===== src/rtl/core/trrc_pkg.sv =====
// ----------------------------------------------------------------------------
// trrc_pkg
// Shared types and codes for the torus/ring route-compute block.
// ----------------------------------------------------------------------------
package trrc_pkg;

    localparam int DIV_W     = 9;
    localparam int DIV_CNT_W = 4;
    localparam int REG_IDX_W = 3;
    localparam int CFG_W     = 9;
    localparam int Q_DEPTH   = 2;
    localparam int Q_PTR_W   = 1;
    localparam int Q_CNT_W   = 2;

    localparam logic [REG_IDX_W-1:0] REG_OWN_NODE    = 3'd0;
    localparam logic [REG_IDX_W-1:0] REG_ROW_WIDTH   = 3'd1;
    localparam logic [REG_IDX_W-1:0] REG_NODE_TOTAL  = 3'd2;
    localparam logic [REG_IDX_W-1:0] REG_ROUTING_MODE = 3'd3;
    localparam logic [REG_IDX_W-1:0] REG_CLASS_SPLIT = 3'd4;

    localparam logic [1:0] FLIT_HEAD = 2'd0;
    localparam logic [1:0] FLIT_BODY = 2'd1;
    localparam logic [1:0] FLIT_TAIL = 2'd2;
    localparam logic [1:0] FLIT_BAD  = 2'd3;

    localparam logic [1:0] MODE_TORUS = 2'd0;
    localparam logic [1:0] MODE_RING  = 2'd1;
    localparam logic [1:0] MODE_TWO   = 2'd2;

    typedef enum logic [2:0] {
        P_LOCAL = 3'd0,
        P_NORTH = 3'd1,
        P_SOUTH = 3'd2,
        P_EAST  = 3'd3,
        P_WEST  = 3'd4
    } port_t;

    typedef enum logic [1:0] {
        ERR_OK         = 2'd0,
        ERR_NO_ROUTE   = 2'd1,
        ERR_BAD_TYPE   = 2'd2,
        ERR_UNROUTABLE = 2'd3
    } err_t;

    typedef enum logic [2:0] {
        K_HEAD,
        K_BODY,
        K_TAIL,
        K_BAD,
        K_NOCH
    } kind_t;

    typedef struct packed {
        logic [7:0] own_node;
        logic [7:0] row_width;
        logic [8:0] node_total;
        logic [1:0] routing_mode;
        logic       class_split;
    } cfg_t;

    typedef struct packed {
        kind_t      kind;
        logic [1:0] channel;
        logic [7:0] dst;
        logic       cls;
    } q_item_t;

endpackage


===== src/rtl/core/trrc_div.sv =====
// ----------------------------------------------------------------------------
// trrc_div
// Restoring divider, one quotient bit per cycle, divisor must be nonzero.
// ----------------------------------------------------------------------------
module trrc_div
    import trrc_pkg::*;
(
    input  logic             clk,
    input  logic             rst_n,
    input  logic             start,
    input  logic [DIV_W-1:0] dividend,
    input  logic [DIV_W-1:0] divisor,
    output logic             done,
    output logic [DIV_W-1:0] quot,
    output logic [DIV_W-1:0] rem
);

    logic                 busy_reg;
    logic                 done_reg;
    logic [DIV_CNT_W-1:0] cnt_reg;
    logic [DIV_W-1:0]     rem_reg;
    logic [DIV_W-1:0]     quo_reg;
    logic [DIV_W-1:0]     dsr_reg;

    logic [DIV_W:0]   partial;
    logic [DIV_W:0]   diff;
    logic             ge;
    logic [DIV_W-1:0] rem_next;
    logic [DIV_W-1:0] quo_next;

    always_comb
    begin
        partial  = {rem_reg, quo_reg[DIV_W-1]};
        diff     = partial - {1'b0, dsr_reg};
        ge       = (partial >= {1'b0, dsr_reg});
        rem_next = ge ? diff[DIV_W-1:0] : partial[DIV_W-1:0];
        quo_next = {quo_reg[DIV_W-2:0], ge};
    end

    always_ff @(posedge clk or negedge rst_n)
    begin
        if (!rst_n)
        begin
            busy_reg <= 1'b0;
            done_reg <= 1'b0;
            cnt_reg  <= '0;
        end
        else if (start)
        begin
            busy_reg <= 1'b1;
            done_reg <= 1'b0;
            cnt_reg  <= '0;
        end
        else if (busy_reg)
        begin
            cnt_reg <= cnt_reg + 1'b1;
            if (cnt_reg == DIV_CNT_W'(DIV_W - 1))
            begin
                busy_reg <= 1'b0;
                done_reg <= 1'b1;
            end
        end
        else
        begin
            done_reg <= 1'b0;
        end
    end

    always_ff @(posedge clk)
    begin
        if (start)
        begin
            rem_reg <= '0;
            quo_reg <= dividend;
            dsr_reg <= divisor;
        end
        else if (busy_reg)
        begin
            rem_reg <= rem_next;
            quo_reg <= quo_next;
        end
    end

    assign done = done_reg;
    assign quot = quo_reg;
    assign rem  = rem_reg;

endmodule


===== src/rtl/core/trrc_front.sv =====
// ----------------------------------------------------------------------------
// trrc_front
// Accepts flits, classifies them and holds them in a two-entry queue.
// ----------------------------------------------------------------------------
module trrc_front
    import trrc_pkg::*;
#(
    parameter int NUM_CHANNELS = 4,
    parameter int ID_BITS      = 8
)
(
    input  logic       clk,
    input  logic       rst_n,
    input  logic       in_valid,
    output logic       in_stall,
    input  logic [1:0] channel,
    input  logic [1:0] req_type,
    input  logic [7:0] dest_node,
    input  logic       msg_class,
    output logic       q_valid,
    output q_item_t    q_item,
    input  logic       q_pop
);

    localparam logic [7:0] ID_MASK = (ID_BITS >= 8) ? 8'hFF
                                     : 8'((9'd1 << ID_BITS) - 9'd1);

    q_item_t              mem_reg [Q_DEPTH];
    logic [Q_PTR_W-1:0]   wr_ptr_reg;
    logic [Q_PTR_W-1:0]   rd_ptr_reg;
    logic [Q_CNT_W-1:0]   count_reg;

    q_item_t item_in;
    logic    push;
    logic    pop;

    always_comb
    begin
        item_in.channel = channel;
        item_in.dst     = dest_node & ID_MASK;
        item_in.cls     = msg_class;
        priority if (32'(channel) >= NUM_CHANNELS)
        begin
            item_in.kind = K_NOCH;
        end
        else
        begin
            unique case (req_type)
                FLIT_HEAD: item_in.kind = K_HEAD;
                FLIT_BODY: item_in.kind = K_BODY;
                FLIT_TAIL: item_in.kind = K_TAIL;
                FLIT_BAD:  item_in.kind = K_BAD;
            endcase
        end
    end

    assign in_stall = (count_reg == Q_CNT_W'(Q_DEPTH));
    assign push     = in_valid && !in_stall;
    assign q_valid  = (count_reg != '0);
    assign pop      = q_pop && q_valid;
    assign q_item   = mem_reg[rd_ptr_reg];

    always_ff @(posedge clk or negedge rst_n)
    begin
        if (!rst_n)
        begin
            wr_ptr_reg <= '0;
            rd_ptr_reg <= '0;
            count_reg  <= '0;
        end
        else
        begin
            if (push)
            begin
                wr_ptr_reg <= wr_ptr_reg + 1'b1;
            end
            if (pop)
            begin
                rd_ptr_reg <= rd_ptr_reg + 1'b1;
            end
            count_reg <= count_reg + Q_CNT_W'(push) - Q_CNT_W'(pop);
        end
    end

    always_ff @(posedge clk)
    begin
        if (push)
        begin
            mem_reg[wr_ptr_reg] <= item_in;
        end
    end

endmodule


===== src/rtl/core/trrc_back.sv =====
// ----------------------------------------------------------------------------
// trrc_back
// Route sequencer: divides ids into ring coordinates, resolves the port and
// VC, keeps the per-channel routes and drives the result register.
// ----------------------------------------------------------------------------
module trrc_back
    import trrc_pkg::*;
#(
    parameter int NUM_CHANNELS = 4,
    parameter int ID_BITS      = 8
)
(
    input  logic       clk,
    input  logic       rst_n,
    input  cfg_t       cfg,
    input  logic       q_valid,
    input  q_item_t    q_item,
    output logic       q_pop,
    output logic       out_valid,
    input  logic       out_stall,
    output logic [2:0] hop_port,
    output logic [1:0] out_vc,
    output logic       route_held,
    output logic [1:0] error_code
);

    localparam int CH_W = (NUM_CHANNELS > 1) ? $clog2(NUM_CHANNELS) : 1;
    localparam logic [7:0] ID_MASK = (ID_BITS >= 8) ? 8'hFF
                                     : 8'((9'd1 << ID_BITS) - 9'd1);

    typedef enum logic [1:0] {
        S_IDLE,
        S_DIVA,
        S_DIVB,
        S_EMIT
    } state_t;

    typedef struct packed {
        port_t      port;
        logic [1:0] vc;
    } route_t;

    state_t            state_reg;
    q_item_t           item_reg;
    logic [DIV_W-1:0]  a_q0_reg, a_r0_reg, a_q1_reg, a_r1_reg, a_q2_reg;
    logic [DIV_W-1:0]  b_r0_reg, b_r1_reg;
    logic              route_valid_reg [NUM_CHANNELS];
    port_t             route_port_reg  [NUM_CHANNELS];
    logic [1:0]        route_vc_reg    [NUM_CHANNELS];
    logic              out_valid_reg;
    port_t             hop_port_reg;
    logic [1:0]        out_vc_reg;
    logic              held_reg;
    err_t              err_reg;

    logic [DIV_W-1:0]  me9, w9, n9, ydim;
    logic [DIV_W-1:0]  dvd0, dvd1, dvd2, dsr;
    logic [DIV_W-1:0]  quo0, quo1, quo2, rem0, rem1, rem2;
    logic              done0, done1, done2, div_done;
    logic              div_start, head_div, need_b, emit;
    logic [CH_W-1:0]   idx;
    logic              cur_valid;
    logic [1:0]        lvc;

    route_t            res_route;
    logic              res_held;
    err_t              res_err;
    logic              upd_valid_we;
    logic              upd_valid;
    logic              upd_route_we;

    function automatic route_t ring_route(
        input logic [DIV_W-1:0] me,
        input logic [DIV_W-1:0] dst,
        input logic [DIV_W-1:0] size,
        input logic [DIV_W-1:0] me_m,
        input logic [DIV_W-1:0] dst_m,
        input port_t            fwd,
        input port_t            back,
        input logic             cls,
        input logic             split
    );
        logic [DIV_W-1:0] half;
        logic [DIV_W-1:0] d;
        logic [DIV_W-1:0] m;
        logic             go_back;
        route_t           r;
        half = size >> 1;
        if (dst > me)
        begin
            go_back = ((dst - me) > half);
        end
        else
        begin
            go_back = !((me - dst) > half);
        end
        if (go_back)
        begin
            d = (dst_m == '0) ? '0 : size - dst_m;
            m = (me_m == '0) ? '0 : size - me_m;
            r.port = back;
        end
        else
        begin
            d = dst;
            m = me;
            r.port = fwd;
        end
        if (d > m)
        begin
            r.vc = split ? {1'b1, cls} : 2'd1;
        end
        else
        begin
            r.vc = split ? {1'b0, cls} : 2'd0;
        end
        return r;
    endfunction

    // operands
    always_comb
    begin
        me9  = {1'b0, cfg.own_node & ID_MASK};
        w9   = (cfg.row_width == '0) ? DIV_W'(1) : {1'b0, cfg.row_width};
        n9   = (cfg.node_total == '0) ? DIV_W'(1) : cfg.node_total;
        ydim = (a_q2_reg == '0) ? DIV_W'(1) : a_q2_reg;
        if (state_reg == S_DIVA)
        begin
            dvd0 = quo0;
            dvd1 = quo1;
            dvd2 = quo2;
            dsr  = (quo2 == '0) ? DIV_W'(1) : quo2;
        end
        else if (cfg.routing_mode == MODE_TORUS)
        begin
            dvd0 = me9;
            dvd1 = {1'b0, q_item.dst};
            dvd2 = n9;
            dsr  = w9;
        end
        else
        begin
            dvd0 = me9;
            dvd1 = {1'b0, q_item.dst};
            dvd2 = n9;
            dsr  = n9;
        end
    end

    assign div_done  = done0 && done1 && done2;
    assign head_div  = (q_item.kind == K_HEAD) &&
                       (cfg.routing_mode == MODE_TORUS || cfg.routing_mode == MODE_RING);
    assign need_b    = (cfg.routing_mode == MODE_TORUS) && (rem0 == rem1) && (quo0 != quo1);
    assign q_pop     = (state_reg == S_IDLE) && q_valid;
    assign div_start = (q_pop && head_div) || ((state_reg == S_DIVA) && div_done && need_b);

    trrc_div u_div0 (.clk, .rst_n, .start(div_start), .dividend(dvd0), .divisor(dsr),
                     .done(done0), .quot(quo0), .rem(rem0));
    trrc_div u_div1 (.clk, .rst_n, .start(div_start), .dividend(dvd1), .divisor(dsr),
                     .done(done1), .quot(quo1), .rem(rem1));
    trrc_div u_div2 (.clk, .rst_n, .start(div_start), .dividend(dvd2), .divisor(dsr),
                     .done(done2), .quot(quo2), .rem(rem2));

    // result resolve
    always_comb
    begin
        idx          = CH_W'(item_reg.channel);
        cur_valid    = route_valid_reg[idx];
        lvc          = cfg.class_split ? {1'b0, item_reg.cls} : 2'd0;
        res_route    = '{port: P_LOCAL, vc: 2'd0};
        res_held     = 1'b0;
        res_err      = ERR_OK;
        upd_valid_we = 1'b0;
        upd_valid    = 1'b0;
        upd_route_we = 1'b0;
        unique case (item_reg.kind)
            K_HEAD:
            begin
                res_held     = 1'b1;
                upd_valid_we = 1'b1;
                upd_valid    = 1'b1;
                upd_route_we = 1'b1;
                unique case (cfg.routing_mode)
                    MODE_TORUS:
                    begin
                        if (a_r0_reg == a_r1_reg && a_q0_reg == a_q1_reg)
                        begin
                            res_route = '{port: P_LOCAL, vc: lvc};
                        end
                        else if (a_r0_reg == a_r1_reg)
                        begin
                            res_route = ring_route(a_q0_reg, a_q1_reg, ydim, b_r0_reg,
                                                   b_r1_reg, P_SOUTH, P_NORTH,
                                                   item_reg.cls, cfg.class_split);
                        end
                        else
                        begin
                            res_route = ring_route(a_r0_reg, a_r1_reg, w9, a_r0_reg,
                                                   a_r1_reg, P_EAST, P_WEST,
                                                   item_reg.cls, cfg.class_split);
                        end
                    end
                    MODE_RING:
                    begin
                        if (me9 == {1'b0, item_reg.dst})
                        begin
                            res_route = '{port: P_LOCAL, vc: lvc};
                        end
                        else
                        begin
                            res_route = ring_route(me9, {1'b0, item_reg.dst}, n9, a_r0_reg,
                                                   a_r1_reg, P_EAST, P_WEST,
                                                   item_reg.cls, cfg.class_split);
                        end
                    end
                    MODE_TWO:
                    begin
                        if (me9 == DIV_W'(0))
                        begin
                            res_route.port = (item_reg.dst == 8'd1) ? P_EAST : P_LOCAL;
                            res_route.vc   = lvc;
                        end
                        else if (me9 == DIV_W'(1))
                        begin
                            res_route.port = (item_reg.dst == 8'd0) ? P_WEST : P_LOCAL;
                            res_route.vc   = lvc;
                        end
                        else
                        begin
                            res_held     = 1'b0;
                            res_err      = ERR_UNROUTABLE;
                            upd_valid    = 1'b0;
                            upd_route_we = 1'b0;
                        end
                    end
                    default:
                    begin
                        res_held     = 1'b0;
                        res_err      = ERR_UNROUTABLE;
                        upd_valid    = 1'b0;
                        upd_route_we = 1'b0;
                    end
                endcase
            end
            K_BODY, K_TAIL:
            begin
                if (cur_valid)
                begin
                    res_route = '{port: route_port_reg[idx], vc: route_vc_reg[idx]};
                    res_held  = (item_reg.kind == K_BODY);
                end
                else
                begin
                    res_err = ERR_NO_ROUTE;
                end
                upd_valid_we = (item_reg.kind == K_TAIL);
            end
            K_BAD:
            begin
                res_held = cur_valid;
                res_err  = ERR_BAD_TYPE;
            end
            default:
            begin
                res_err = ERR_NO_ROUTE;
            end
        endcase
    end

    assign emit = (state_reg == S_EMIT) && (!out_valid_reg || !out_stall);

    always_ff @(posedge clk or negedge rst_n)
    begin
        if (!rst_n)
        begin
            state_reg     <= S_IDLE;
            out_valid_reg <= 1'b0;
            for (int i = 0; i < NUM_CHANNELS; i++)
            begin
                route_valid_reg[i] <= 1'b0;
            end
        end
        else
        begin
            if (out_valid_reg && !out_stall)
            begin
                out_valid_reg <= 1'b0;
            end
            unique case (state_reg)
                S_IDLE:
                begin
                    if (q_valid)
                    begin
                        state_reg <= head_div ? S_DIVA : S_EMIT;
                    end
                end
                S_DIVA:
                begin
                    if (div_done)
                    begin
                        state_reg <= need_b ? S_DIVB : S_EMIT;
                    end
                end
                S_DIVB:
                begin
                    if (div_done)
                    begin
                        state_reg <= S_EMIT;
                    end
                end
                S_EMIT:
                begin
                    if (emit)
                    begin
                        state_reg     <= S_IDLE;
                        out_valid_reg <= 1'b1;
                        if (upd_valid_we)
                        begin
                            route_valid_reg[idx] <= upd_valid;
                        end
                    end
                end
            endcase
        end
    end

    always_ff @(posedge clk)
    begin
        if (q_pop)
        begin
            item_reg <= q_item;
        end
        if (state_reg == S_DIVA && div_done)
        begin
            a_q0_reg <= quo0;
            a_r0_reg <= rem0;
            a_q1_reg <= quo1;
            a_r1_reg <= rem1;
            a_q2_reg <= quo2;
        end
        if (state_reg == S_DIVB && div_done)
        begin
            b_r0_reg <= rem0;
            b_r1_reg <= rem1;
        end
        if (emit)
        begin
            hop_port_reg <= res_route.port;
            out_vc_reg   <= res_route.vc;
            held_reg     <= res_held;
            err_reg      <= res_err;
            if (upd_route_we)
            begin
                route_port_reg[idx] <= res_route.port;
                route_vc_reg[idx]   <= res_route.vc;
            end
        end
    end

    assign out_valid  = out_valid_reg;
    assign hop_port   = hop_port_reg;
    assign out_vc     = out_vc_reg;
    assign route_held = held_reg;
    assign error_code = err_reg;

endmodule


===== src/rtl/core/torus_ring_route_compute.sv =====
// ----------------------------------------------------------------------------
// torus_ring_route_compute
// Route compute for one router input port with a stored route per channel.
// ----------------------------------------------------------------------------
// Flits enter a two-entry queue and are handled one at a time. Body, tail,
// invalid-type and out-of-range-channel flits, and head flits in two-node
// mode or an unused mode, pass from the queue through the emit state to the
// result register. A head flit in ring mode, or a torus head that goes
// along X or stays local, runs one pass of three 9-step restoring dividers
// (ids by row width or node count). A torus head that goes along Y needs a
// second divider pass for the Y ring coordinates. A stalled result holds
// back the next one. The divider passes set the rate; the queue and the
// output register let input and output stall independently. Configuration
// must be written only while idle; the block itself does not enforce this.
module torus_ring_route_compute
    import trrc_pkg::*;
#(
    parameter int NUM_CHANNELS = 4,
    parameter int ID_BITS      = 8
)
(
    input  logic                 clk,
    input  logic                 rst_n,
    input  logic                 cfg_we,
    input  logic [REG_IDX_W-1:0] cfg_index,
    input  logic [CFG_W-1:0]     cfg_data,
    input  logic                 in_valid,
    output logic                 in_stall,
    input  logic [1:0]           channel,
    input  logic [1:0]           req_type,
    input  logic [7:0]           dest_node,
    input  logic                 msg_class,
    output logic                 out_valid,
    input  logic                 out_stall,
    output logic [2:0]           hop_port,
    output logic [1:0]           out_vc,
    output logic                 route_held,
    output logic [1:0]           error_code
);

    cfg_t    cfg_reg;
    logic    q_valid;
    q_item_t q_item;
    logic    q_pop;

    always_ff @(posedge clk or negedge rst_n)
    begin
        if (!rst_n)
        begin
            cfg_reg.own_node     <= 8'd0;
            cfg_reg.row_width    <= 8'd4;
            cfg_reg.node_total   <= 9'd16;
            cfg_reg.routing_mode <= MODE_TORUS;
            cfg_reg.class_split  <= 1'b0;
        end
        else if (cfg_we)
        begin
            unique case (cfg_index)
                REG_OWN_NODE:     cfg_reg.own_node     <= cfg_data[7:0];
                REG_ROW_WIDTH:    cfg_reg.row_width    <= cfg_data[7:0];
                REG_NODE_TOTAL:   cfg_reg.node_total   <= cfg_data[8:0];
                REG_ROUTING_MODE: cfg_reg.routing_mode <= cfg_data[1:0];
                REG_CLASS_SPLIT:  cfg_reg.class_split  <= cfg_data[0];
                default:          ;
            endcase
        end
    end

    trrc_front #(
        .NUM_CHANNELS(NUM_CHANNELS),
        .ID_BITS     (ID_BITS)
    ) u_front (
        .clk,
        .rst_n,
        .in_valid,
        .in_stall,
        .channel,
        .req_type,
        .dest_node,
        .msg_class,
        .q_valid,
        .q_item,
        .q_pop
    );

    trrc_back #(
        .NUM_CHANNELS(NUM_CHANNELS),
        .ID_BITS     (ID_BITS)
    ) u_back (
        .clk,
        .rst_n,
        .cfg(cfg_reg),
        .q_valid,
        .q_item,
        .q_pop,
        .out_valid,
        .out_stall,
        .hop_port,
        .out_vc,
        .route_held,
        .error_code
    );

endmodule


===== config.mk =====
export PLATFORM = sky130hd
export DESIGN_NAME = torus_ring_route_compute
export DESIGN_NICKNAME = d
export VERILOG_FILES = /design/src/rtl/core/trrc_pkg.sv /design/src/rtl/core/trrc_div.sv /design/src/rtl/core/trrc_front.sv /design/src/rtl/core/trrc_back.sv /design/src/rtl/core/torus_ring_route_compute.sv
export SDC_FILE = /design/constraint.sdc
export NUM_CORES = 1
export LEC_CHECK = 0
export BUFFER_PORTS_ARGS = -buffer_cell sky130_fd_sc_hd__buf_2
export CAP_MARGIN = 15
export CORE_UTILIZATION = 55
export CTS_CLUSTER_DIAMETER = 200
export DETAILED_ROUTE_END_ITERATION = 6
export PLACE_DENSITY = 0.77
export SETUP_SLACK_MARGIN = 0.1
export SYNTH_ARGS = -nofsm -noshare
export SYNTH_HDL_FRONTEND = slang
export SYNTH_SLANG_ARGS = --single-unit

===== constraint.sdc =====
create_clock -name clk -period 13 [get_ports clk]
set_input_delay 2.6 -clock clk [delete_from_list [all_inputs] [get_ports clk]]
set_output_delay 2.6 -clock clk [all_outputs]
set_load 0.02 [all_outputs]

Word level (Yosys, flattened, before mapping)
Memory sizes are Yosys's and may differ from the RTL's. A register that Yosys moved wholly into a read port is not among the register bits.
Cells that the tools add are included.
{ "classes": {"add_sub_neg": 22, "n_lt_le_gt_ge": 17, "eq_ne": 34, "mux": 144, "n_bitwise": 1, "n_reduce_logical": 57} }
{ "ops": {"columns": ["operator", "n"], "rows": [
  ["9-bit 2-to-1 mux", 51],
  ["9-bit subtractor", 13],
  ["9-bit zero test", 8],
  ["9-bit by 8-bit greater-than comparator with 1-bit output", 6],
  ["1-bit 2-to-1 mux", 50],
  ["9-bit greater-than comparator", 5],
  ["10-bit by 9-bit greater-or-equal comparator with 1-bit output", 3],
  ["2-bit 2-to-1 mux", 15],
  ["5-bit 2-to-1 mux", 6],
  ["9-bit equality test", 3],
  ["4-bit 2-to-1 mux", 6],
  ["8-bit by 8-bit subtractor with 9-bit output", 2],
  ["8-bit by 1-bit equality test with 1-bit output (second input constant)", 2],
  ["1-bit logical AND", 16],
  ["8-bit zero test", 2],
  ["2-bit AND reduction", 8],
  ["5-bit case mux with 3 select lines", 1],
  ["4-bit by 1-bit adder with 4-bit output (second input constant)", 3],
  ["2-bit equality test (second input constant)", 6],
  ["3-bit by 2-bit equality test with 1-bit output (second input constant)", 4],
  ["4-bit equality test (second input constant)", 3],
  ["3-bit case mux with 4 select lines", 1],
  ["5-bit case mux with 2 select lines", 1],
  ["3-bit zero test", 3],
  ["other kinds (32)", 57]
]} }
{ "totals": {"register_bits": 205, "ramBits": 48, "inputBits": 30, "output_inout_bits": 10, "wordCells": 323, "mem_count": 3} }
{ "mem_list": {"columns": ["name", "depth", "width", "rd", "rd_clocked_by_memory_dff", "wr", "line", "rtl"], "rows": [
  ["u_front.mem_reg", 2, 14, 1, 0, 1, "trrc_front.sv:28", "q_item_t mem_reg [Q_DEPTH];"],
  ["u_back.route_port_reg", 4, 3, 1, 1, 1, "trrc_back.sv:48", "port_t route_port_reg [NUM_CHANNELS];"],
  ["u_back.route_vc_reg", 4, 2, 1, 1, 1, "trrc_back.sv:49", "logic [1:0] route_vc_reg [NUM_CHANNELS];"]
]} }

Logic depth before layout (Yosys ltp)
Gate-level depths: netlist of the first run.
{ "logic_depth": {"depth_word": 20, "mapped_depth": 28, "depth_no_buf": 26} }

Modules after synthesis
A second synthesis of the first run with hierarchy kept.
{ "unflattened": {"cells_unflattened": 1833, "hier_area_um2": 19148.4} }
{ "modules_own_cells": {"columns": ["mod", "instances", "cells_per_inst", "area_per_inst_um2", "seq_area_each_um2"], "rows": [
  ["trrc_back", 1, 1219, 11368.4, 3368.2],
  ["trrc_div", 3, 163, 1829.3, 870.8],
  ["trrc_front", 1, 62, 1196.1, 880.8],
  ["torus_ring_route_compute", 1, 63, 1096.1, 703.2]
]} }

Worst setup path after synthesis of the first run
No wires, ideal clock.
{ "synth_path": {"path_kind": "reg-to-reg", "from": "register cfg_reg[20] in the netlist's numbering", "to": "register u_back.out_vc_reg[1] (netlist: u_back.out_vc[1]) (data pin)", "setup_time_ps": 233, "arrival_time_ps": 4887, "t_required_ps": 12767, "slack_ps": 7879, "path_stages_with_launch": 25, "path_buffers": 2, "synth_period_minus_slack_ps": 5121, "path_cell_list": "dfrtp_1 inv_1 ha_1 inv_1 fa_1 a21o_1 a221oi_1 xnor2_1 ha_1 a2111oi_0 o21ai_0 o221ai_1 nand2_1 a21boi_2 buf_2 buf_4 o21ai_0 ha_1 nor2b_1 o21a_1 o21a_1 o21bai_1 a2111oi_0 nor2_1 a211oi_1"} }
{ "synth_rtl": {"columns": ["item", "line", "rtl"], "rows": [
  ["from (decl)", "torus_ring_route_compute.sv:41", "cfg_t cfg_reg;"],
  ["to (signal assigned)", "trrc_back.sv:349", "out_vc_reg <= res_route.vc;"],
  ["to (decl)", "trrc_back.sv:52", "logic [1:0] out_vc_reg;"]
]} }

==> flow_summary.json, run 1 <==
{
  "rows": 65,
  "ctsHoldBuffers": 0,
  "largest_register_ffs": 28,
  "dp_slack_ps": 6240,
  "ys.flop_type": "edfxtp_1",
  "ir_worst_vdd_mv": 0.180,
  "drc": 0,
  "syn_inst": 1838,
  "grt_overflow": 0,
  "worst_clock_skew_ps": 12.9,
  "clockRootBuffer": "clkbuf_16",
  "holdCritStartpoint": "u_back.u_div2.rem[8]$_SDFFE_PN0P_",
  "drt_wl_total_um": 46800,
  "hold_end": "u_back.u_div2.rem[8]$_SDFFE_PN0P_",
  "place.gp.congestion": 0.939,
  "drt_pass1_iterations": 5,
  "grt_pass1_wl_um": 73500,
  "dr_total_vias": 13800,
  "p_leak_nw": 8.09,
  "cp_max_fo": 19,
  "seq_area_um2": 6990,
  "port_buffers": 39,
  "dieArea_um2": 33500,
  "reg2reg_depth": 25,
  "cap_violations": 0,
  "synth_area_um2": 18000,
  "areaGrowthSynthToFinish_pct": 6.79,
  "core_area_um2": 31900,
  "yosys-top-cells-area": "edfxtp_1 28%, ha_1 15%, dfrtp_1 7.6%, inv_1 3.5%, mux2_2 3.4%",
  "p_per_area_nw_per_um2": 207,
  "cts.htree.levels": 1,
  "synth_most_common_cell": "ha_1",
  "synthMuxAreaShare": 0.0596,
  "setup_ws_ps": 6400,
  "n_fill_cell": 2669,
  "cts.path.max_buffers": 3,
  "cts.sinks": 252,
  "post_drt_wl_per_cell_um": 20.5,
  "drt_iter0_drc": 1118,
  "fin_crit_ps": 6600,
  "finalHoldViolations": 0,
  "critical_path.startpoint_type": "flop",
  "fp.dieW_um": 183,
  "cp_data_required_time_ps": 13250,
  "ios": 40,
  "outcome": "finished, final reports clean",
  "criticalPathCategory": "reg2reg",
  "reg2reg_slack_ps": 6400,
  "cts_setup_buffers": 0,
  "final_cell_count_no_fill": 2285,
  "fmax_mhz": 152,
  "gr-usage-all-layers": 0.283,
  "die_y_um": 183,
  "cts.clk_slew.worst_paths_ps": 60,
  "antennaDiodeCount": 0,
  "numCtsBuffers": 25,
  "grt_max_degree": 91,
  "synth_top_family_by_area": "adder cells",
  "place_hpwl_um": 36300,
  "cts_tree": "done",
  "nNetsFinal": 2089,
  "worstPathArrival_ps": 6850,
  "r2r-end": "u_back.route_vc_reg[3][1]$_DFFE_PP_",
  "finalCritPeriodShare": 0.508,
  "syn_avg_cell_area_um2": 9.82,
  "holdWs_ps": 461,
  "synth-edff-count": 166,
  "antenna_found_initial": 0,
  "grt_pass1_vias": 13600,
  "synth_top_cell_by_area": "edfxtp_1",
  "start_util": 0.566,
  "ys_ff_latch": 252,
  "avgViaCountPerCell": 6.05,
  "yosysUniqueCellTypes": 86,
  "whs_path_depth": 2,
  "yosys-top-cells-count": "213 x ha_1, 168 x inv_1, 166 x edfxtp_1",
  "yosysTopAreaCellShare": 0.276,
  "tightest_slew_ps": 1130,
  "worst_hold_path_type": "reg2reg",
  "slew_violations": 0,
  "tns_ps": 0,
  "synthXorXnorAreaFrac": 0.0485,
  "synth-simple-area-share": 0.136,
  "critical_path.startpoint": "u_back.a_q0_reg[0]$_DFFE_PP_",
  "postSynth.asyncResetShare": 0.226,
  "cts_resized": 0,
  "synth_seq_area_share": 0.388,
  "synth_compound_area_frac": 0.149,
  "multi_input_comb_area_um2": 10100,
  "synthAdderAreaFrac": 0.164,
  "rr_startpoint": "u_back.a_q0_reg[0]$_DFFE_PP_",
  "layout-drive-gt1-share": 0.0908,
  "yosys_warnings": 0,
  "p_total_mw": 4.00,
  "placed_cells": 2238,
  "syn-num-nets": 2096,
  "detail-route-antenna-nets": 0,
  "critical_path.endpoint_type": "flop",
  "slew_headroom": 0.242,
  "clk-insertion-delay-late_ps": 540,
  "finalSetupViolCount": 0,
  "rsz0062_at_grt": "false"
}
worst max-delay path by stage:
stage	endpoint	slack (ps)	cells past startpoint
3_3_place_gp	u_back.out_vc[1]$_DFFE_PP_	6450	21
5_1_grt	u_back.route_vc_reg[0][1]$_DFFE_PP_	6020	25
6_report	u_back.route_vc_reg[3][1]$_DFFE_PP_	6400	25
4_1_cts	u_back.route_vc_reg[3][1]$_DFFE_PP_	6210	21
3_5_place_dp	u_back.route_vc_reg[3][1]$_DFFE_PP_	6240	21
2_1_floorplan	u_back.out_vc[1]$_DFFE_PP_	7880	24
per-stage QoR:
stage          cell area (µm²)  utilization
2_1_floorplan            18000            -
3_3_place_gp             18500        0.579
3_5_place_dp             18500        0.579
4_1_cts                  19300        0.604
5_1_grt                  19300        0.605
6_report                 19300        0.605
kinds of logic after synthesis:
group                    count (synthesis)
adder cells (fa/ha/maj)                228
flip-flops                             252
XOR/XNOR                               100
AO/OA/AOI/OAI                          407
multiplexers                            93
buffers and inverters                  248
AND/OR/NAND/NOR                        510
critical path, stage by stage, from the launching register on:
cell       delay, ps
edfxtp_1         430
inv_1             80
ha_1             130
inv_1             60
fa_1             400
a21o_1           170
a21oi_1          310
o21bai_1         100
a21oi_1          180
xnor2_1          140
ha_1             260
nand3_1          110
nor3_1            70
a2111oi_0        350
o21ai_0          140
a21oi_1          190
mux2_1           760
mux2_2           420
ha_1             290
nor2b_1          130
o21a_1           110
o21ai_0           70
a21o_1           160
a211oi_1         320
o221ai_1         330
a211oi_1         620
report_power, final:
part / switching [mW] / internal [mW]
Sequential: 0.322 / 1.16
Clock: 0.315 / 0.388
Combinational: 1.01 / 0.803
Total: 1.65 / 2.35
layer usage:
metal | global-route usage | part of all wire | vias to the layer above
met2 | 0.479 | 0.47 | 489
met4 | 0.0990 | 0.032 | 0
met5 | 0 | 0 | -
met1 | 0.378 | 0.43 | 6634
met3 | 0.0298 | 0.064 | 97
li1 | - | - | 6605
layout by cell type (no fill, tap or decap), types with 39 or more instances in the layout:
master and instances:
ha_1 213, inv_1 168, edfxtp_1 166, nor2_1 145, nand2_1 134, a21oi_1 97, o21ai_0 97, xnor2_1 64
dfrtp_1 55, mux2_2 54, nor3_1 51, buf_2 39
layout make-up:
type	instances	area share
sequential	252	0.363
clock inverter	14	0.00734
tap	435	0.0282
inverter	170	0.0331
timing repair buffer	44	0.0125
multi-input combinational	1338	0.522
clock buffer	32	0.0343
Power figures use the tool's default switching activity.
==> run 2, diff against run 1 <==
--- a/config.mk
+++ b/config.mk
@@ -10,7 +10,7 @@
 export CORE_UTILIZATION = 55
 export CTS_CLUSTER_DIAMETER = 200
 export DETAILED_ROUTE_END_ITERATION = 6
-export PLACE_DENSITY = 0.77
+export PLACE_DENSITY = 0.8
 export SETUP_SLACK_MARGIN = 0.1
 export SYNTH_ARGS = -nofsm -noshare
 export SYNTH_HDL_FRONTEND = slang
==> constraint.sdc (replaced) <==
create_clock -name clk -period 5.31 [get_ports clk]
set_input_delay 1.062 -clock clk [delete_from_list [all_inputs] [get_ports clk]]
set_output_delay 1.062 -clock clk [all_outputs]
set_load 0.02 [all_outputs]
==> run 2 against run 1 <==
Critical path type unchanged. Cell area rose by 8.6%. Register-to-register slack got worse by 6400 ps. Largest power group unchanged. Sequential share of layout area fell by 2.9 points. Core utilization rose by 5.2 points. Via count rose by 8.6%. Wire length rose by 10%. The run now ends with setup timing left. Critical endpoint is now u_back.route_vc_reg[0][1]$_DFFE_PP_.
==> flow_summary.json, run 2 (synthesis results as in run 1) <==
{
  "slew_violations": 0,
  "rsz0062_at_grt": "true",
  "dp_slack_ps": -335,
  "drt_iter0_drc": 1238,
  "p_leak_nw": 8.96,
  "place.gp.congestion": 0.986,
  "outcome": "finished, violations left",
  "slew_headroom": 0.242,
  "reg2reg_depth": 25,
  "antenna_found_initial": 0,
  "n_fill_cell": 2463,
  "rows": 65,
  "drt_pass1_iterations": 6,
  "cts.htree.levels": 1,
  "cp_slowest_stage_delay_ps": 510,
  "ir_worst_vdd_mv": 0.604,
  "grt_overflow": 0,
  "avgViaCountPerCell": 6.13,
  "cap_violations": 0,
  "fp.dieW_um": 183,
  "grt_pass1_vias": 14500,
  "final_common_cell": "ha_1",
  "layout_common_cells": "202 x ha_1, 166 x edfxtp_1, 163 x inv_1, 163 x buf_4, 143 x nor2_1",
  "clockRootBuffer": "clkbuf_16",
  "dr_total_vias": 15000,
  "cts_tree": "done",
  "fmax_mhz": 187,
  "holdWs_ps": 457,
  "seq_area_um2": 7000,
  "largest_register_ffs": 28,
  "finalCritPeriodShare": 1.01,
  "areaGrowthSynthToFinish_pct": 16.0,
  "core_area_um2": 31900,
  "numCtsBuffers": 25,
  "ios": 40,
  "slowest_stage": "edfxtp_1",
  "die_y_um": 183,
  "clk-insertion-delay-late_ps": 530,
  "p_total_mw": 10.7,
  "layout-drive-gt1-share": 0.203,
  "critical_path.startpoint_type": "flop",
  "setup_ws_ps": -37.0,
  "dieArea_um2": 33500,
  "drc": 0,
  "gr-usage-all-layers": 0.304,
  "tightest_slew_ps": 1130,
  "start_util": 0.566,
  "grt_pass1_wl_um": 79200,
  "detail-route-antenna-nets": 0,
  "cts.clk_slew.worst_paths_ps": 70,
  "drt_wl_total_um": 51500,
  "fin_crit_ps": 5350,
  "utilization": 0.657,
  "post_drt_wl_per_cell_um": 21.0,
  "cp_max_fo": 7,
  "cp_data_required_time_ps": 5710,
  "antennaDiodeCount": 0,
  "cts.path.max_buffers": 3,
  "violations": "setup timing",
  "tns_ps": -180,
  "ctsHoldBuffers": 0,
  "critical_path.endpoint_type": "flop",
  "worstPathArrival_ps": 5740,
  "whs_path_depth": 2,
  "finalSetupViolCount": 5,
  "worst_clock_skew_ps": 12.9,
  "worst_hold_path_type": "reg2reg",
  "place_hpwl_um": 38900,
  "multi_input_comb_area_um2": 10400,
  "nNetsFinal": 2256,
  "finalHoldViolations": 0,
  "port_buffers": 39,
  "cts.sinks": 252,
  "grt_max_degree": 58,
  "p_per_area_nw_per_um2": 512,
  "criticalPathCategory": "reg2reg"
}
==> run 2: changes by cell type in the layout (fill, tap and decap cells not counted), moves of 6 or more <==
cell and change:
o21ai_1 +11, o21ai_0 -11, a21oi_1 -17, ha_1 -11
buf_4 +159, a21oi_2 +17, fa_1 -6, fa_2 +6
ha_4 +6
==> run 2: power by group <==
part	switching [mW]	internal, mW	total, mW
clock	0.773	0.905	1.68
combinational	2.91	2.57	5.48
sequential	0.716	2.84	3.55
total	4.40	6.32	10.7
==> run 2: worst max-delay path: cells and delay by family (launching register included) <==
family	cells	cell delay (ps)
flip-flops	1	510
buffers and inverters	5	730
AND/OR/NAND/NOR	3	630
XOR/XNOR	1	90
adder cells (fa/ha/maj)	3	600
AO/OA/AOI/OAI	13	2660
==> run 2: through the flow <==
stage                     instances  cell area [µm²]
final                          2451            20900
after global routing           2451            20900
after CTS                      2430            20500
after detailed placement       2368            19400
after global placement         2368            19400
after floorplan                1838            18000
==> run 2: final timing paths <==
path / startpoint / endpoint / slack (ps)
min reg2reg: u_back.u_div2.rem[8]$_SDFFE_PN0P_ / u_back.u_div2.rem[8]$_SDFFE_PN0P_ / 460
max reg2reg: u_back.item_reg[2]$_DFFE_PP_ / u_back.route_vc_reg[0][1]$_DFFE_PP_ / -40
min in group asynchronous: rst_n / u_back.u_div0.cnt_reg[1]$_DFFE_PN0P_ / 690
max in group asynchronous: rst_n / cfg_reg[21]$_DFFE_PN0P_ / 4040
max: u_back.item_reg[2]$_DFFE_PP_ / u_back.route_vc_reg[0][1]$_DFFE_PP_ / -40
min: u_back.u_div2.rem[8]$_SDFFE_PN0P_ / u_back.u_div2.rem[8]$_SDFFE_PN0P_ / 460
==> run 2: per-layer routing <==
metal / GRT usage / share of wire / vias up
met4: 0.126 / 0.047 / 0
met1: 0.397 / 0.41 / 7231
met3: 0.0383 / 0.076 / 161
met2: 0.512 / 0.47 / 676
li1: - / - / 6947
met5: 0 / 0 / -
==> run 2: timing repair <==
item | CTS | global route
setup endpoints to repair | 10 | 10
pin swaps | 15 | 39
resized for setup | 31 | 73
gates cloned | 0 | 2
setup buffers | 17 | 19
==> run 2: cell type report <==
class / instances / share of cell area
well taps: 435 / 0.0260
repair buffers: 211 / 0.0745
clock inverters: 15 / 0.00496
flip-flops and latches: 252 / 0.334
inverters: 170 / 0.0305
multi-input cells: 1338 / 0.498
clock buffers: 30 / 0.0317
